[src/rtl/core/sot_pkg.sv]
`default_nettype none

package sot_pkg;

    // Default coordinate width: Q12.4 fixed point.
    localparam int COORD_WIDTH_DEF = 16;

    // One lane for each corner of a rectangle.
    localparam int NUM_CORNERS = 4;

    // Test selected by the mode field. Codes five to seven select no test.
    typedef enum logic [2:0] {
        MODE_PT_RECT   = 3'd0,
        MODE_RECT_RECT = 3'd1,
        MODE_PT_CIRC   = 3'd2,
        MODE_CIRC_CIRC = 3'd3,
        MODE_CIRC_RECT = 3'd4
    } t_mode;

    // Per-request verdict flags carried down the pipeline.
    typedef struct packed {
        logic direct;   // hit already decided by the edge compares
        logic circ;     // hit decided by the squared-distance lanes
    } t_ctl;

endpackage : sot_pkg

`default_nettype wire

[src/rtl/core/sot_geom.sv]
`default_nettype none

module sot_geom
    import sot_pkg::*;
#(
    parameter int COORD_WIDTH = COORD_WIDTH_DEF
) (
    input  wire logic                     i_clk,
    input  wire logic                     i_rst_n,
    input  wire logic                     i_vld,
    output logic                          o_rdy,
    input  wire logic [2:0]               i_mode,
    input  wire logic [COORD_WIDTH-1:0]   i_a_x,
    input  wire logic [COORD_WIDTH-1:0]   i_a_y,
    input  wire logic [COORD_WIDTH-1:0]   i_a_width,
    input  wire logic [COORD_WIDTH-1:0]   i_a_height,
    input  wire logic [COORD_WIDTH-2:0]   i_a_radius,
    input  wire logic [COORD_WIDTH-1:0]   i_b_x,
    input  wire logic [COORD_WIDTH-1:0]   i_b_y,
    input  wire logic [COORD_WIDTH-1:0]   i_b_width,
    input  wire logic [COORD_WIDTH-1:0]   i_b_height,
    input  wire logic [COORD_WIDTH-2:0]   i_b_radius,
    input  wire logic                     i_rdy,
    output logic                          o_vld,
    output t_ctl                          o_ctl,
    output logic [COORD_WIDTH+1:0]        o_dx [NUM_CORNERS],
    output logic [COORD_WIDTH+1:0]        o_dy [NUM_CORNERS],
    output logic [COORD_WIDTH:0]          o_rad2
);

    // All coordinates are in doubled units; edges need two bits over the field.
    localparam int E = COORD_WIDTH + 2;

    // Stage one: doubled centres, box edges and doubled radius.
    logic                 r_v1, n_v1;
    t_mode                r_mode1;
    logic signed [E-1:0]  r_ax2, r_ay2, r_bx2, r_by2;
    logic signed [E-1:0]  r_al, r_ar, r_at, r_ab;
    logic signed [E-1:0]  r_bl, r_br, r_bt, r_bb;
    logic [COORD_WIDTH:0] r_rad2a;

    logic signed [E-1:0]  n_ax2, n_ay2, n_bx2, n_by2;
    logic signed [E-1:0]  n_aw, n_ah, n_bw, n_bh;
    logic [COORD_WIDTH-1:0] n_rsum;
    logic [COORD_WIDTH:0] n_rad2a;
    logic                 en1, en2;

    // Stage two: verdict flags and per-lane distances.
    logic                 r_v2, n_v2;
    t_ctl                 r_ctl, n_ctl;
    logic [E-1:0]         r_dx [NUM_CORNERS];
    logic [E-1:0]         r_dy [NUM_CORNERS];
    logic [COORD_WIDTH:0] r_rad2b;

    logic                 ptin_x, ptin_y, ovl;
    logic signed [E-1:0]  lane_px [NUM_CORNERS];
    logic signed [E-1:0]  lane_py [NUM_CORNERS];
    logic signed [E:0]    diff_x  [NUM_CORNERS];
    logic signed [E:0]    diff_y  [NUM_CORNERS];
    logic [E:0]           mag_x   [NUM_CORNERS];
    logic [E:0]           mag_y   [NUM_CORNERS];

    assign en2   = ~r_v2 | i_rdy;
    assign en1   = ~r_v1 | en2;
    assign o_rdy = en1;
    assign n_v1  = en1 ? i_vld : r_v1;
    assign n_v2  = en2 ? r_v1 : r_v2;

    always_comb begin
        n_ax2  = $signed({i_a_x[COORD_WIDTH-1], i_a_x, 1'b0});
        n_ay2  = $signed({i_a_y[COORD_WIDTH-1], i_a_y, 1'b0});
        n_bx2  = $signed({i_b_x[COORD_WIDTH-1], i_b_x, 1'b0});
        n_by2  = $signed({i_b_y[COORD_WIDTH-1], i_b_y, 1'b0});
        n_bw   = $signed({2'b00, i_b_width});
        n_bh   = $signed({2'b00, i_b_height});
        n_rsum = {1'b0, i_a_radius} + {1'b0, i_b_radius};
        if (t_mode'(i_mode) == MODE_CIRC_RECT) begin
            // The circle stands in as a square of side twice the radius.
            n_aw = $signed({2'b00, i_a_radius, 1'b0});
            n_ah = $signed({2'b00, i_a_radius, 1'b0});
        end else begin
            n_aw = $signed({2'b00, i_a_width});
            n_ah = $signed({2'b00, i_a_height});
        end
        if (t_mode'(i_mode) == MODE_CIRC_CIRC) begin
            n_rad2a = {n_rsum, 1'b0};
        end else begin
            n_rad2a = {1'b0, i_a_radius, 1'b0};
        end
    end

    always_ff @(posedge i_clk) begin
        if (!i_rst_n) begin
            r_v1 <= 1'b0;
            r_v2 <= 1'b0;
        end else begin
            r_v1 <= n_v1;
            r_v2 <= n_v2;
        end
    end

    always_ff @(posedge i_clk) begin
        if (en1) begin
            r_mode1 <= t_mode'(i_mode);
            r_ax2   <= n_ax2;
            r_ay2   <= n_ay2;
            r_bx2   <= n_bx2;
            r_by2   <= n_by2;
            r_al    <= n_ax2 - n_aw;
            r_ar    <= n_ax2 + n_aw;
            r_at    <= n_ay2 - n_ah;
            r_ab    <= n_ay2 + n_ah;
            r_bl    <= n_bx2 - n_bw;
            r_br    <= n_bx2 + n_bw;
            r_bt    <= n_by2 - n_bh;
            r_bb    <= n_by2 + n_bh;
            r_rad2a <= n_rad2a;
        end
    end

    always_comb begin
        ptin_x = (r_ax2 > r_bl) && (r_ax2 < r_br);
        ptin_y = (r_ay2 > r_bt) && (r_ay2 < r_bb);
        ovl    = (r_ar > r_bl) && (r_al < r_br) && (r_ab > r_bt) && (r_at < r_bb);

        // Corner order: left-top, right-top, left-bottom, right-bottom.
        lane_px[0] = r_bl;
        lane_py[0] = r_bt;
        lane_px[1] = r_br;
        lane_py[1] = r_bt;
        lane_px[2] = r_bl;
        lane_py[2] = r_bb;
        lane_px[3] = r_br;
        lane_py[3] = r_bb;
        if (r_mode1 != MODE_CIRC_RECT) begin
            for (int k = 0; k < NUM_CORNERS; k++) begin
                lane_px[k] = r_bx2;
                lane_py[k] = r_by2;
            end
        end
        for (int k = 0; k < NUM_CORNERS; k++) begin
            diff_x[k] = {r_ax2[E-1], r_ax2} - {lane_px[k][E-1], lane_px[k]};
            diff_y[k] = {r_ay2[E-1], r_ay2} - {lane_py[k][E-1], lane_py[k]};
            mag_x[k]  = diff_x[k][E] ? -diff_x[k] : diff_x[k];
            mag_y[k]  = diff_y[k][E] ? -diff_y[k] : diff_y[k];
        end

        n_ctl = '0;
        case (r_mode1)
            MODE_PT_RECT: begin
                n_ctl.direct = ptin_x && ptin_y;
            end
            MODE_RECT_RECT: begin
                n_ctl.direct = ovl;
            end
            MODE_PT_CIRC, MODE_CIRC_CIRC: begin
                n_ctl.circ = 1'b1;
            end
            MODE_CIRC_RECT: begin
                // Centre within a band: square test; otherwise corner tests.
                n_ctl.direct = (ptin_x || ptin_y) && ovl;
                n_ctl.circ   = !(ptin_x || ptin_y);
            end
            default: begin
                n_ctl = '0;
            end
        endcase
    end

    always_ff @(posedge i_clk) begin
        if (en2) begin
            r_ctl   <= n_ctl;
            r_rad2b <= r_rad2a;
            for (int k = 0; k < NUM_CORNERS; k++) begin
                r_dx[k] <= mag_x[k][E-1:0];
                r_dy[k] <= mag_y[k][E-1:0];
            end
        end
    end

    assign o_vld  = r_v2;
    assign o_ctl  = r_ctl;
    assign o_dx   = r_dx;
    assign o_dy   = r_dy;
    assign o_rad2 = r_rad2b;

endmodule : sot_geom

`default_nettype wire

[config.mk]
export PLATFORM = sky130hd
export DESIGN_NAME = sot_geom
export DESIGN_NICKNAME = d
export VERILOG_FILES = /design/src/rtl/core/sot_pkg.sv /design/src/rtl/core/sot_geom.sv
export SDC_FILE = /design/constraint.sdc
export NUM_CORES = 1
export LEC_CHECK = 0
export ABC_AREA = 1
export BUFFER_PORTS_ARGS = -buffer_cell sky130_fd_sc_hd__buf_2
export CORE_MARGIN = 3
export CORE_UTILIZATION = 54
export DETAILED_ROUTE_END_ITERATION = 8
export GPL_TIMING_DRIVEN = 0
export HOLD_SLACK_MARGIN = 0.1
export PLACE_DENSITY = 0.82
export SKIP_LAST_GASP = 1
export SLEW_MARGIN = 30
export SYNTH_ARGS = -nofsm -noshare
export SYNTH_HDL_FRONTEND = slang
export SYNTH_SLANG_ARGS = --single-unit
[constraint.sdc]
create_clock -name i_clk -period 11.85 [get_ports i_clk]
set_clock_uncertainty 0.2 [all_clocks]
set_input_delay 3.555 -clock i_clk [delete_from_list [all_inputs] [get_ports i_clk]]
set_output_delay 3.555 -clock i_clk [all_outputs]
set_load 0.02 [all_outputs]
* Word-level counts from Yosys, hierarchy flattened
Index checks and enable logic that the tools add are counted.
** Storage, ports and cells
- Word-level logic and storage cells :: 98
- Flip-flop bits (word level) :: 393
** Cells by class
- Multiplexer cells :: 15
- Reduce and logical (&&, ||, !) cells :: 11
- Add/subtract/negate cells :: 25
- $lt $le $gt $ge :: 8
- Equality and inequality tests :: 7
- Bitwise gates (word level) :: 4
** Operator list (count)
- 17-bit by 18-bit subtractor with 19-bit output :: 8
- 18-bit two-way mux :: 8
- 72-bit two-way mux :: 2
- 18-bit negator :: 8
- 17-bit by 17-bit adder with 18-bit output :: 4
- 17-bit by 17-bit subtractor with 18-bit output :: 4
- 16-bit two-way mux :: 3
- 17-bit by 18-bit greater-than comparator with 1-bit output :: 2
- 18-bit greater-than comparator :: 2
- 17-bit by 18-bit less-than comparator with 1-bit output :: 2
- 18-bit less-than comparator :: 2
- 15-bit by 15-bit adder with 16-bit output :: 1
- 3-bit by 2-bit equality test with 1-bit output, second input constant :: 3
- 1-bit logical AND :: 7
- 3-bit equality test, second input constant :: 2
- 3-bit by 1-bit equality test with 1-bit output, second input constant :: 1
- 3-bit zero test :: 1
- 3-bit != test, second input constant :: 1
- 1-bit one-hot mux with 3 select lines :: 1
- 1-bit NOT :: 2
- 1-bit bitwise OR :: 2
- 1-bit one-hot mux with 2 select lines :: 1
- 2-bit OR reduction :: 1
- 1-bit zero test :: 1
- 1-bit logical OR :: 1

* Longest topological paths before layout
- Depth in word-level cells :: 6
- Mapped depth :: 25

* Worst setup path after synthesis
OpenSTA, ideal clock, no wires.
- Path kind :: input to output
- Start point :: input i_rdy
- End point :: output o_rdy
- Arrival time :: 8803 ps
- Stages :: 2
- Slack :: -708 ps
- Path buffers :: 0
- Cell sequence :: inv_1 nand3_1
** On the way
- Cells in the longest elaborated chain, start to end :: 2
** RTL lines
- start: declaration :: line sot_geom.sv:23 : input wire logic i_rdy,
- 1-bit bitwise OR :: line sot_geom.sv:63 : assign en2 = ~r_v2 | i_rdy;
- 1-bit bitwise OR :: line sot_geom.sv:64 : assign en1 = ~r_v1 | en2;
- end: declaration :: line sot_geom.sv:11 : output logic o_rdy,
Every way passes these cells.

* Worst setup path in the final report
Ends and elaborated chain as after synthesis.

==> metrics.yaml <==
yosysTopAreaCell: "edfxtp_1"
netlist-cell-type-count: 50
yosys-top-cells-count: "nand2_1, inv_1, ha_1"
synth_nets: 3904
vdd_drop_max_mv: 0.0897
cts_sinks: 313
synth_edf_count: 311
cts_hold_buf: 0
synth-seq-area-share: 0.349
synth_seq_cells: 313
port_buffers: 328
rows: 81
worstPathMaxFanout: 32
fmax_mhz: 121
grt_pass1_vias: 22300
power.density_nw_per_um2: 159
finalHoldViolations: 0
switching_power_mw: 1.89
die_w_um: 229
crit_arrival_ns: 4.49
ctsResizeCount: 0
clock_latency_ns: 0.55
htreeDepth: 2
drt_iter0_markers: 1629
drive_above_1_share: 0.137
drv_slew: 0
p_comb_frac: 0.428
antenna_found_initial: 7
min_period_ns: 8.25
grt_max_degree: 54
die_y_um: 229
routabilityCongestion: 1.01
crit_path_end_kind: "output pin"
syn_to_final_growth_pct: 14.1
path_clk_slew_ns: 0.06
grt_pass1_wl_mm: 114
intPower_mw: 2.98
hold_ws_ns: 0.219
postCtsSetupBuffers: 0
antenna_left: 0
tightestPinTransition_ns: 0.903
synthArstFlopShare: 0
crit_start: "i_rdy"
die-area_um2: 52500
gr-total-overflow: 0
hp-start: "r_rad2a[12]$_DFFE_PP_"
hp-class: "flop to flop"
grtUsageMet3: 0.0418
finish.utilization: 0.625
io_pins: 330
yosys.cell_count.top_type: "nand2_1"
seq_power_share: 0.345
cts_buffer_depth: 3
grt.met2_usage: 0.439
synth_area_leaders: "edfxtp_1, ha_1, nand2_1"
p_leak_nw: 16.0
cts_tree: "done"
synth_warnings: 0
status: "completed"
post-dp-hpwl_mm: 60.8
pwr-share-clk: 0.227
netlist_area_um2: 26900
rr_startpoint: "r_mode1[2]$_DFFE_PP_"
synthCells: 3381
setup_viol: 0
synth_top_area_share: 0.348
initial_core_util: 0.548
cts_root_buf: "clkbuf_16"
cap_violations: 0
grt_use_total: 0.272
core_region_area_um2: 49100
netSwitchingFraction: 0.388
setup.worst_path.class: "input port to output pin"
wl_mm: 72.7
power_mw: 4.87
min_period_over_period: 0.696
relSlewSlack: 0.392
cp.required_ns: 8.10
drc: 0
grtUsageMet1: 0.367
routed_via_density: 5.28
drt_first_pass_iters: 5
worst_setup_path_start_kind: "input port"
rsz0062_at_grt: "false"
grt_busiest_layer: "met2"
fin_nets: 4276
vias: 23500
avgRoutedWirePerCell_um: 16.4
ys.flop_type: "edfxtp_1"
syn_area_per_cell_um2: 7.94
cts_buffers: 36
==> power groups by stage <==
stage,sequential (mW),combinational [mW],clock (mW)
floorplan,1.79,1.36,0
global placement,1.69,2.01,0
detailed placement,1.70,2.07,0
CTS,1.68,2.08,1.13
global route,1.70,2.33,1.17
finish,1.68,2.08,1.10
==> logic make-up after synthesis <==
kind of cell             synth area share
AO/OA/AOI/OAI                       0.114
XOR/XNOR                           0.0584
adder cells (fa/ha/maj)             0.170
buffers and inverters               0.107
flip-flops                          0.349
other                            0.000140
AND/OR/NAND/NOR                     0.201
==> worst max-delay path: stages <==
cell and delay (ns):
buf_2 0.09, inv_1 0.13, nand3_4 0.39, buf_2 0.32
==> flip-flops by register name, summed over array words and instances (netlist names) <==
| register | flops |
|---|---|
| r_al | 18 |
| r_at | 18 |
| r_br | 17 |
| r_bb | 17 |
| o_rad2 | 16 |
| o_dy | 35 |
| r_by2 | 16 |
| r_ar | 17 |
| o_ctl | 2 |
| o_dx | 35 |
| r_ay2 | 16 |
| r_bt | 18 |
| r_rad2a | 16 |
| r_ax2 | 16 |
| r_bl | 18 |
| r_mode1 | 3 |
| r_bx2 | 16 |
| r_v1 | 1 |
| r_ab | 17 |
| o_vld | 1 |
==> worst paths after layout <==
check	end	slack, ns	cells after the start
max	o_rdy	3.60	4
min	o_rad2[12]$_DFFE_PP_	0.22	0
max reg2reg	o_dx[49]$_DFFE_PP_	7.39	21
min reg2reg	o_rad2[12]$_DFFE_PP_	0.22	0
==> area by class of cell <==
cell class                 count  area [um2]
antenna                        3        7.51
buffer                       130         797
clock buffer                  42         945
clock inverter                21         215
fill                        4336       18400
inverter                     552        2070
multi-input combinational   2386       14600
sequential                   313        9380
tap                          664         831
timing repair buffer         334        1780
==> layout by cell type (no fill, tap or decap), types with 21 or more instances in the layout <==
master and instances:
a21oi_1 269, buf_2 335, buf_4 76, clkbuf_1 49, clkbuf_16 37, edfxtp_1 311
ha_1 345, inv_1 543, nand2_1 755, nand3_1 158, nand3b_1 25, nand4_1 40
nor2_1 225, nor3_1 25, o21ai_0 197, o21ai_1 21, xnor2_1 22, xor2_1 154
==> layer usage <==
metal | up-vias | part of all wire
li1 | 11900 | -
met5 | - | 0.00034
met4 | 4 | 0.040
met2 | 852 | 0.45
met3 | 169 | 0.079
met1 | 10600 | 0.43
==> per-stage QoR <==
step	setup WS (ns)	std cells	setup TNS (ns)	area, um2
floorplan	1.51	3381	0	26900
global placement	-1.06	4373	-1.06	29300
detailed placement	3.59	4379	0	29500
CTS	3.59	4442	0	30600
global route	3.51	4445	0	30700
finish	3.60	4445	0	30700
No activity file was read; power rests on OpenSTA's default activity.
